## config.mk

```make
export PLATFORM = sky130hd
export DESIGN_NAME = scmc_ctrl
export DESIGN_NICKNAME = d
export VERILOG_FILES = /design/src/rtl/scmc_pkg.sv /design/src/rtl/scmc_ctrl.sv
export SDC_FILE = /design/constraint.sdc
export NUM_CORES = 1
export LEC_CHECK = 0
export BUFFER_PORTS_ARGS = -buffer_cell sky130_fd_sc_hd__buf_2
export CAP_MARGIN = 20
export CORE_AREA = 4 4 41 43
export DETAILED_ROUTE_END_ITERATION = 7
export DIE_AREA = 0 0 45 47
export PLACE_DENSITY_LB_ADDON = 0.15
export SKIP_CTS_REPAIR_TIMING = 1
export SLEW_MARGIN = 10
export SYNTH_ARGS = -nofsm -noshare
export SYNTH_HDL_FRONTEND = slang
export SYNTH_SLANG_ARGS = --single-unit
```

## constraint.sdc

```tcl
create_clock -name clk -period 1.3 [get_ports clk]
set_input_delay 0.26 -clock clk [delete_from_list [all_inputs] [get_ports clk]]
set_output_delay 0.26 -clock clk [all_outputs]
set_load 0.05 [all_outputs]
```

## src/rtl/scmc_pkg.sv

```systemverilog
// ----------------------------------------------------------------------------
// scmc_pkg: shared types and constants for the scanline motion corrector
// Codes and fixed widths, plus the command and status groups that pass
// between the controller and the datapath.
// ----------------------------------------------------------------------------
`default_nettype none

package scmc_pkg;

  // input item kinds
  localparam logic [1:0] ACT_FRAME = 2'd0;
  localparam logic [1:0] ACT_ROW   = 2'd1;
  localparam logic [1:0] ACT_PIXEL = 2'd2;

  // configuration register indexes
  localparam logic [1:0] REG_SRC_WIDTH  = 2'd0;
  localparam logic [1:0] REG_DEST_WIDTH = 2'd1;
  localparam logic [1:0] REG_DEST_HGT   = 2'd2;

  // fixed point format of the row positions
  localparam int FRAC_BITS = 8;
  localparam int POS_W     = 19;
  localparam int PIX_W     = 16;
  localparam int COORD_W   = 11;

  // controller -> datapath
  typedef struct packed {
    logic ready;   // input side may take an item
    logic horiz;   // horizontal interpolation, issue line buffer read
    logic wr;      // write line buffer, set up the row span
    logic mula;    // first product of the vertical blend
    logic mulb;    // second product, load divider
    logic div;     // one divider step
    logic emit;    // load output register
  } cmd_t;

  // datapath -> controller
  typedef struct packed {
    logic pix_go;    // accepted item is a pixel within the row
    logic h_go;      // shifted pixel lands inside the destination
    logic span_go;   // at least one destination row to produce
    logic eq_y;      // rows coincide or are out of order: plain copy
    logic div_done;  // last divider step
    logic out_free;  // output register can take a result
    logic k_last;    // current row is the last of the span
  } sts_t;

endpackage

`default_nettype wire

```

## src/rtl/scmc_ctrl.sv

```systemverilog
// ----------------------------------------------------------------------------
// scmc_ctrl: sequencer for the scanline motion corrector
// Steps each pixel through horizontal shift, line buffer access, and per
// destination row one blend and divide pass or, where rows coincide, a copy.
// ----------------------------------------------------------------------------
`default_nettype none

module scmc_ctrl (
  input  wire                 clk,
  input  wire                 rst,
  input  wire                 in_valid,
  input  wire scmc_pkg::sts_t sts,
  output scmc_pkg::cmd_t      cmd
);

  typedef enum logic [2:0] {
    S_IDLE, S_HORIZ, S_READ, S_MULA, S_MULB, S_DIV, S_EMIT
  } state_t;

  state_t state;

  // state register
  always_ff @(posedge clk) begin
    if (rst) begin
      state <= S_IDLE;
    end else begin
      case (state)
        S_IDLE: begin
          if (in_valid && sts.pix_go) state <= S_HORIZ;
        end
        S_HORIZ: begin
          state <= sts.h_go ? S_READ : S_IDLE;
        end
        S_READ: begin
          if (!sts.span_go) state <= S_IDLE;
          else state <= sts.eq_y ? S_EMIT : S_MULA;
        end
        S_MULA: state <= S_MULB;
        S_MULB: state <= S_DIV;
        S_DIV: begin
          if (sts.div_done) state <= S_EMIT;
        end
        S_EMIT: begin
          if (sts.out_free) begin
            if (sts.k_last) state <= S_IDLE;
            else state <= sts.eq_y ? S_EMIT : S_MULA;
          end
        end
        default: state <= S_IDLE;
      endcase
    end
  end

  // commands decoded from state
  always_comb begin
    cmd       = '0;
    cmd.ready = (state == S_IDLE);
    cmd.horiz = (state == S_HORIZ);
    cmd.wr    = (state == S_READ);
    cmd.mula  = (state == S_MULA);
    cmd.mulb  = (state == S_MULB);
    cmd.div   = (state == S_DIV);
    cmd.emit  = (state == S_EMIT) && sts.out_free;
  end

endmodule

`default_nettype wire

```

==> results of run 1 <==
==> where the power goes <==
group	leakage (nW)	total, mW	internal, mW	switching [mW]
logic	0.200	0.119	0.0594	0.0598
registers	0.0267	0.102	0.0923	0.00997
clock network	0.0150	0.160	0.115	0.0456
total	0.242	0.382	0.266	0.115
==> layer usage <==
| metal | global-route usage | part of all wire |
|---|---|---|
| met3 | 0.04215 | 0.092 |
| met2 | 0.1102 | 0.46 |
| met1 | 0.08617 | 0.42 |
| met4 | 0.1053 | 0.025 |
| met5 | 0 | 0 |
==> worst max-delay path by stage <==
stage                                     start     end  slack [ns]
after global placement    state[0]$_SDFFE_PP0P_  cmd[0]       -0.01
after detailed placement  state[0]$_SDFFE_PP0P_  cmd[0]      -0.007
final                     state[1]$_SDFFE_PP0P_  cmd[6]      -0.007
after CTS                 state[0]$_SDFFE_PP0P_  cmd[0]       -0.27
after global routing      state[1]$_SDFFE_PP0P_  cmd[6]       -0.04
after floorplan           state[1]$_SDFFE_PP0P_  cmd[1]       -0.20
==> layout make-up <==
cell class | count | area (um^2) | area share
sequential | 3 | 71.32 | 0.1226
multi-input combinational | 29 | 245.2 | 0.4215
clock buffer | 4 | 26.28 | 0.04516
tap | 15 | 18.77 | 0.03226
timing repair buffer | 25 | 206.4 | 0.3548
inverter | 3 | 13.76 | 0.02366
==> cell usage in the layout, fill, tap and decap left out, drive strengths merged <==
| master | Yosys | final |
|---|---|---|
| o21a | 1 | 1 |
| o32ai | 1 | 1 |
| o21ai | 1 | 1 |
| nor2b | 1 | 1 |
| inv | 3 | 3 |
| and3 | 1 | 1 |
| nor2 | 5 | 5 |
| o22a | 2 | 2 |
| nand2b | 2 | 2 |
| o31ai | 2 | 2 |
| buf | 3 | 25 |
| or2b | 1 | 1 |
| nand2 | 2 | 2 |
| nor3 | 2 | 2 |
| clkbuf | 0 | 4 |
| nor3b | 1 | 1 |
| a31o | 1 | 1 |
| or3 | 1 | 1 |
| dfxtp | 3 | 3 |
| o22ai | 1 | 1 |
| a21oi | 4 | 4 |
==> logic make-up after synthesis <==
logic type	after synthesis	synth area share
compound gates	13	0.3375
buf+inv	6	0.1375
flops	3	0.2000
simple gates	16	0.3251
==> results.tsv, run 1 <==
stage	metric	value	unit
detailed_routing	wire length per cell	11.46	um
final_layout	Antenna Cells	0	
clock_network	clock buffer depth	2	
timing	RSZ-0062 raised after global routing	true	
synthesis	Primary FF master, synth	dfxtp_1	
worst_setup_path	Crit. path cell count	3	
placement	Placed Area	421.7	um^2
synthesis	Distinct cells, synth	23	
detailed_routing	first drt pass iteration count	3	
timing	skew final	0.001597	ns
synthesis	Post-Syn Area	300.3	um^2
final_layout	FILL cells	145	
floorplanning	die width	45	um
worst_setup_path	CP Data Arrival Time	1.05	ns
synthesis	asr flop ratio synth	0	
timing	Post-Route Setup TNS	-0.01141	ns
worst_setup_path	slowest stage cell, crit path	dfxtp_4	
power	Cell Pwr Density	656.3	mW/mm^2
power	P_leak	0.2416	nW
clock_network	clock tree sinks	3	
global_route	total gr overflow	0	
clock_network	CTS tree	done	
timing	slew margin rel.	0.8643	
timing	WHS	0.2570	ns
synthesis	syn avg cell area	7.902	um^2
placement	Placer Congestion	0.6457	
final_layout	cell area after layout	581.8	um^2
timing	Setup violations, final	3	
synthesis	FF+latch count, synth	3	
placement	Final HPWL DP	627.5	um
final_layout	max reg flops	3	
power	Peak supply drop	0.2920	mV
final_layout	Final nets	75	
placement	dpl ws	-0.007076	ns
timing	post-route clock period utilization	1.005	
global_route	antenna violations before repair	0	
worst_setup_path	reg-to-reg critical path endpoint	state[1]$_SDFFE_PP0P_	
synthesis	post-synthesis sequential area ratio	0.2000	
synthesis	warnings from Yosys	0	
global_route	first-pass GRT wire length	1117	um
synthesis	top cells by count, synth	nor2_1, a21oi_1, dfxtp_1, inv_1	
final_layout	Final Util	0.4471	
detailed_routing	via count	364	
clock_network	root buffer cell	clkbuf_4	
detailed_routing	drt drc	0	
worst_setup_path	critical path class	flip-flop to output port	
clock_network	Clock Latency Late Sink	0.23	ns
final_layout	Top Registers	state (3)	
timing	Slew Limit Fails	0	
detailed_routing	Vias/cell	4.608	
worst_setup_path	CP max stage delay	0.37	ns
synthesis	syn nets	48	
worst_setup_path	r2r startpoint	state[1]$_SDFFE_PP0P_	
worst_setup_path	CP delay by family, top	flip-flops	
timing	Max Clk Rate	765.3	MHz
synthesis	top post-synthesis cells by area	dfxtp_1, nand2b_4, buf_6, nor2_1, o22a_1	
timing	Final Hold Viols	0	
min_path	Min-Delay Startpoint	sts[1]	
worst_setup_path	worst path cell trace	buf_6, nor3_4, buf_6	
min_path	hold path depth	2	
detailed_routing	1st-iter DRT viols	1	
detailed_routing	Routed WL	905	um
synthesis	Synth area leader	dfxtp_1	
timing	Tmin final	1.307	ns
synthesis	count leader, synth	nor2_1	
worst_setup_path	R2R setup slack	0.02	ns
power	Tot Pwr	0.3818	mW
synthesis	top-area cell type share of the netlist area	0.2000	
global_route	Total GRT Usage	0.08366	
floorplanning	Starting Density	0.2308	
min_path	Min-Delay Path Class	input port to flip-flop	
timing	worst setup margin	-0.006750	ns
worst_setup_path	worst path bufs/invs	2	
timing	Least-Margin Pin Slew	0.2029	ns
floorplanning	die height	47	um
worst_setup_path	Crit path required time	1.04	ns
run	Max Cap Viol	0	
global_route	largest net degree at the start of global routing	10	
worst_setup_path	crit path max fanout	8	
min_path	hold endpoint	state[1]$_SDFFE_PP0P_	
detailed_routing	post-route ant nets	0	
outcome	status	complete, but fails checks	
clock_network	Num CTS Buffers	3	
worst_setup_path	crit end category	output port	
floorplanning	die area	0.002115	mm^2
synthesis	EDFF count, synth	0	
placement	Buffers on Ports	16	
floorplanning	I/O pin count	17	
final_layout	fin cells	79	
worst_setup_path	Reg2Reg Depth	5	
floorplanning	row cnt	13	
clock_network	Clk pin slew, worst setup/hold paths	0.03	ns
final_layout	Syn-to-layout area delta	93.75	%
synthesis	Gate Count Post-Synth	38	
clock_network	H-tree depth	1	
worst_setup_path	CP dominant cell by count	buf_6	
placement	Cells after DPL	70	
final_layout	Largest Register	state	
floorplanning	core area	0.001301	mm^2
outcome	failing checks	setup timing	
worst_setup_path	launching element type of the critical path	flip-flop	
final_layout	share of layout cells above drive strength 1	0.6719	
global_route	vias in the first global route	282	
(Power assumes the default switching activity.)
==> inputs of run 2 (changes only) <==
--- a/config.mk
+++ b/config.mk
@@ -12,6 +12,7 @@
 export DIE_AREA = 0 0 45 47
 export PLACE_DENSITY_LB_ADDON = 0.15
 export SKIP_CTS_REPAIR_TIMING = 1
+export SKIP_LAST_GASP = 1
 export SLEW_MARGIN = 10
 export SYNTH_ARGS = -nofsm -noshare
 export SYNTH_HDL_FRONTEND = slang
==> results.tsv, run 2 (same netlist as run 1, synthesis figures left out) <==
stage	metric	value	unit	change
global_route	largest net degree at the start of global routing	10		unchanged
clock_network	clock buffer depth	2		unchanged
timing	post-route clock period utilization	1.028		+0.02315
power	Peak supply drop	0.2916	mV	-0.14%
worst_setup_path	Crit path required time	1.04	ns	about the same
floorplanning	I/O pin count	17		unchanged
global_route	total gr overflow	0		unchanged
final_layout	Final nets	75		unchanged
timing	WHS	0.2564	ns	-0.0005980 ns
detailed_routing	via count	364		unchanged
outcome	failing checks	setup timing		
worst_setup_path	reg-to-reg critical path endpoint	state[1]$_SDFFE_PP0P_		
global_route	antenna violations before repair	0		unchanged
timing	worst setup margin	-0.03685	ns	-0.03010 ns
timing	Tmin final	1.337	ns	+0.03010 ns
worst_setup_path	R2R setup slack	0.03	ns	about the same
final_layout	Antenna Cells	0		unchanged
detailed_routing	first drt pass iteration count	2		-1
timing	slew margin rel.	0.8491		-0.01519
worst_setup_path	CP max stage delay	0.37	ns	about the same
worst_setup_path	worst path bufs/invs	1		-1
worst_setup_path	critical path class	flip-flop to output port		
global_route	vias in the first global route	282		unchanged
power	Tot Pwr	0.3753	mW	-1.7%
detailed_routing	met2 wire length	408	um	-2.6%
worst_setup_path	Reg2Reg Depth	5		unchanged
floorplanning	die width	45	um	unchanged
detailed_routing	met3 WL	84	um	+1.2%
worst_setup_path	crit end category	output port		
timing	Final Hold Viols	0		unchanged
detailed_routing	drt drc	0		unchanged
placement	Cells after DPL	70		unchanged
floorplanning	die area	0.002115	mm^2	unchanged
clock_network	Clock Latency Late Sink	0.23	ns	about the same
final_layout	FILL cells	142		-2.1%
final_layout	fin cells	79		unchanged
worst_setup_path	slowest stage cell, crit path	dfxtp_4		
final_layout	share of layout cells above drive strength 1	0.6563		-0.01563
worst_setup_path	worst path cell trace	nand2b_4, nor2_1, buf_4		
detailed_routing	highest routed layer	met4		
timing	RSZ-0062 raised after global routing	true		
placement	Final HPWL DP	627.5	um	unchanged
timing	Setup violations, final	3		unchanged
timing	Slew Limit Fails	0		unchanged
clock_network	H-tree depth	1		unchanged
min_path	hold endpoint	state[1]$_SDFFE_PP0P_		
global_route	Total GRT Usage	0.08366		unchanged
clock_network	Num CTS Buffers	3		unchanged
final_layout	most frequent cells in the layout	buf_2, buf_4, buf_6		
floorplanning	row cnt	13		unchanged
outcome	status	complete, but fails checks		
timing	Least-Margin Pin Slew	0.2263	ns	+0.02342 ns
worst_setup_path	CP delay by family, top	flip-flops		
final_layout	max reg flops	3		unchanged
placement	Buffers on Ports	16		unchanged
run	Max Cap Viol	0		unchanged
clock_network	root buffer cell	clkbuf_4		
min_path	Min-Delay Startpoint	sts[1]		
detailed_routing	wire length per cell	11.20	um	-2.2%
min_path	Min-Delay Path Class	input port to flip-flop		
clock_network	clock tree sinks	3		unchanged
timing	Max Clk Rate	748.0	MHz	-2.3%
detailed_routing	Vias/cell	4.608		unchanged
final_layout	cell area after layout	566.8	um^2	-2.6%
min_path	hold path depth	2		unchanged
placement	Placer Congestion	0.6457		unchanged
floorplanning	die height	47	um	unchanged
placement	Placed Area	421.7	um^2	unchanged
final_layout	Top Registers	state (3)		
final_layout	Syn-to-layout area delta	88.75	%	
final_layout	Final Util	0.4356		-0.01154
clock_network	Clk pin slew, worst setup/hold paths	0.03	ns	about the same
worst_setup_path	r2r startpoint	state[1]$_SDFFE_PP0P_		
detailed_routing	1st-iter DRT viols	5		+4
detailed_routing	post-route ant nets	0		unchanged
timing	skew final	0.001179	ns	-0.0004177 ns
power	Cell Pwr Density	662.1	mW/mm^2	+0.89%
floorplanning	Starting Density	0.2308		unchanged
clock_network	CTS tree	done		
power	P_leak	0.2388	nW	-1.2%
floorplanning	core area	0.001301	mm^2	unchanged
worst_setup_path	launching element type of the critical path	flip-flop		
detailed_routing	wl on met1	369	um	-2.6%
global_route	first-pass GRT wire length	1117	um	unchanged
worst_setup_path	crit path max fanout	8		unchanged
final_layout	Largest Register	state		
worst_setup_path	CP Data Arrival Time	1.08	ns	+0.03 ns
detailed_routing	Routed WL	885	um	-2.2%
## run 2: cell count changes in the layout (fill, tap and decap cells not counted)
cell,delta
nor2_1,+1
buf_4,+2
nor2_4,-1
buf_6,-2
## run 2: cell type report
class,count,area [um^2],area share
well taps,15,18.77,0.03311
clock buffers,4,26.28,0.04636
inverters,3,13.76,0.02428
multi-input cells,29,237.7,0.4194
flip-flops and latches,3,71.32,0.1258
repair buffers,25,198.9,0.3510
## run 2: worst max path at each step
| stage | start | to | depth (start not counted) |
|---|---|---|---|
| floorplan | state[1]$_SDFFE_PP0P_ | cmd[1] | 3 |
| global placement | state[0]$_SDFFE_PP0P_ | cmd[0] | 3 |
| detailed placement | state[0]$_SDFFE_PP0P_ | cmd[0] | 3 |
| CTS | state[0]$_SDFFE_PP0P_ | cmd[0] | 3 |
| global route | state[1]$_SDFFE_PP0P_ | cmd[5] | 3 |
| finish | state[1]$_SDFFE_PP0P_ | cmd[5] | 3 |
## run 2: metal layers
layer,track usage,vias up
met1,0.08617,158
li1,-,188
met3,0.04215,2
met5,0,-
met2,0.1102,16
met4,0.1053,0
## run 2: stage by stage
stage	setup slack, ns	setup TNS, ns
after global placement	-0.01096	-0.01589
after detailed placement	-0.007076	-0.01945
after CTS	-0.2680	-1.674
final	-0.03685	-0.04241
after floorplan	-0.1989	-0.6242
after global routing	-0.08977	-0.2418
## run 2: report_power, final
group          internal (mW)  total (mW)  switching (mW)
combinational         0.0553       0.112          0.0572
sequential            0.0923       0.102          0.0101
clock                  0.115       0.160          0.0456
total                  0.262       0.375           0.113
==> inputs of run 3 (changes only) <==
==> constraint.sdc (replaced) <==
create_clock -name clk -period 1.6 [get_ports clk]
set_input_delay 0.32 -clock clk [delete_from_list [all_inputs] [get_ports clk]]
set_output_delay 0.32 -clock clk [all_outputs]
set_load 0.05 [all_outputs]
==> results.tsv, run 3 (same netlist as run 1, synthesis figures left out) <==
stage	metric	value	unit	change
outcome	status	completed		
placement	Placer Congestion	0.7094		+9.9%
worst_setup_path	Crit path required time	1.28	ns	+0.24 ns
worst_setup_path	slowest stage cell, crit path	dfxtp_2		
floorplanning	core area	0.001301	mm^2	unchanged
timing	Tmin final	1.512	ns	
power	sw power	0.08996	mW	-20%
worst_setup_path	launching element type of the critical path	flip-flop		
final_layout	most frequent cells in the layout	buf_2, nor2_1		
detailed_routing	drt drc	0		unchanged
detailed_routing	first drt pass iteration count	4		+2
final_layout	Largest Register	state		
timing	RSZ-0062 raised after global routing	false		
power	Seq pwr share	0.300		+0.027
final_layout	share of layout cells above drive strength 1	0.5357		-0.1205
min_path	Min-Delay Startpoint	sts[1]		
timing	Final Hold Viols	0		unchanged
worst_setup_path	r2r startpoint	state[0]$_SDFFE_PP0P_		
power	Tot Pwr	0.2894	mW	-23%
floorplanning	row cnt	13		unchanged
power	Logic pwr share	0.231		-0.069
detailed_routing	Vias/cell	4.648		+0.87%
final_layout	Final nets	67		-11%
floorplanning	I/O pin count	17		unchanged
timing	Max Clk Rate	661.3	MHz	
power	P_leak	0.1863	nW	-22%
worst_setup_path	crit path max fanout	8		unchanged
power	Pint	0.1994	mW	-24%
timing	Least-Margin Pin Slew	0.2501	ns	+0.02375 ns
placement	Final HPWL DP	600.8	um	-4.3%
worst_setup_path	critical path class	flip-flop to output port		
timing	Setup violations, final	0		-3
clock_network	Clock Latency Late Sink	0.23	ns	about the same
clock_network	CTS tree	done		
timing	skew final	0.0005636	ns	-0.0006155 ns
global_route	vias in the first global route	300		+6.4%
floorplanning	die width	45	um	unchanged
final_layout	Antenna Cells	0		unchanged
global_route	antenna violations before repair	0		unchanged
floorplanning	die height	47	um	unchanged
floorplanning	Starting Density	0.2308		unchanged
detailed_routing	wire length per cell	11.08	um	-1.1%
worst_setup_path	CP max stage delay	0.35	ns	-0.02 ns
clock_network	clock tree sinks	3		unchanged
final_layout	most common cell after layout, fill and taps aside	buf_2		
min_path	hold path depth	2		unchanged
global_route	Total GRT Usage	0.08754		+0.003877
detailed_routing	Routed WL	787	um	-11%
clock_network	clock buffer depth	2		unchanged
global_route	total gr overflow	0		unchanged
worst_setup_path	crit end category	output port		
power	Peak supply drop	0.3688	mV	+26%
worst_setup_path	CP Data Arrival Time	1.19	ns	+0.11 ns
placement	Buffers on Ports	16		unchanged
clock_network	root buffer cell	clkbuf_4		
run	Max Cap Viol	0		unchanged
final_layout	Syn-to-layout area delta	38.75	%	
final_layout	Final Util	0.3202		-0.1154
clock_network	Num CTS Buffers	3		unchanged
power	Sw Share	0.3109		+0.01004
placement	Cells after DPL	67		-4.3%
clock_network	H-tree depth	1		unchanged
final_layout	fin cells	71		-10%
global_route	largest net degree at the start of global routing	10		unchanged
worst_setup_path	worst path cell trace	inv_1, and3_1, buf_2		
floorplanning	die area	0.002115	mm^2	unchanged
worst_setup_path	worst setup path startpoint	state[2]$_SDFFE_PP0P_		
final_layout	Top Registers	state (3)		
clock_network	Clk pin slew, worst setup/hold paths	0.04	ns	about the same
power	clock share of power	0.468		+0.040
detailed_routing	post-route ant nets	0		unchanged
global_route	first-pass GRT wire length	1283	um	+15%
detailed_routing	via count	330		-9.3%
timing	Slew Limit Fails	0		unchanged
min_path	Min-Delay Path Class	input port to flip-flop		
timing	post-route clock period utilization	0.9452		
final_layout	max reg flops	3		unchanged
worst_setup_path	Reg2Reg Depth	4		-1
detailed_routing	1st-iter DRT viols	10		+5
power	Cell Pwr Density	694.5	mW/mm^2	+4.9%
timing	slew margin rel.	0.8344		-0.01469
-- run 3: cell type report --
| class | count | area, um^2 |
|---|---|---|
| Timing Repair Buffer | 17 | 87.58 |
| Tap cell | 15 | 18.77 |
| Inverter | 3 | 11.26 |
| Fill cell | 150 | 884.6 |
| Multi-Input combinational cell | 29 | 209.0 |
| Clock buffer | 4 | 26.28 |
| Sequential cell | 3 | 63.81 |
-- run 3: path summary, 6_finish.rpt --
check	slack [ns]	endpoint
worst max register to register	0.41	state[0]$_SDFFE_PP0P_
worst min-delay path	0.31	state[1]$_SDFFE_PP0P_
worst min register to register	0.59	state[0]$_SDFFE_PP0P_
worst max-delay path	0.09	cmd[3]
-- run 3: power groups by stage --
stage	Sequential, mW	Clock, mW	Combinational [mW]
global placement	0.0872	0	0.0674
CTS	0.0866	0.139	0.0673
floorplan	0.0799	0	0.0572
detailed placement	0.0876	0	0.0671
global route	0.0873	0.155	0.0721
finish	0.0870	0.135	0.0670
-- run 3: metrics by stage --
| step | hold WS [ns] | setup slack (ns) | TNS (ns) | cell area, um^2 |
|---|---|---|---|---|
| 2_1_floorplan | 0.4378 | -0.01561 | -0.01561 | 310.3 |
| 3_3_place_gp | 0.5688 | 0.2087 | 0 | 386.6 |
| 3_5_place_dp | 0.5656 | 0.2316 | 0 | 386.6 |
| 4_1_cts | 0.3195 | -0.02415 | -0.07614 | 412.9 |
| 5_1_grt | 0.3154 | 0.01785 | 0 | 416.7 |
| 6_report | 0.3125 | 0.08776 | 0 | 416.7 |
-- run 3: worst max-delay path: cells and delay by family (launching register included) --
family,cells,cell delay (ns)
simple gates,1,0.18
flops,1,0.35
buf+inv,2,0.43
-- run 3: per-layer routing --
metal  vias to the layer above  GRT usage  wire length, um
met5                         -          0                0
li1                        170          -                -
met3                         5    0.01533               88
met1                       138     0.1109              354
met2                        17     0.1215              309
met4                         0    0.08772               34
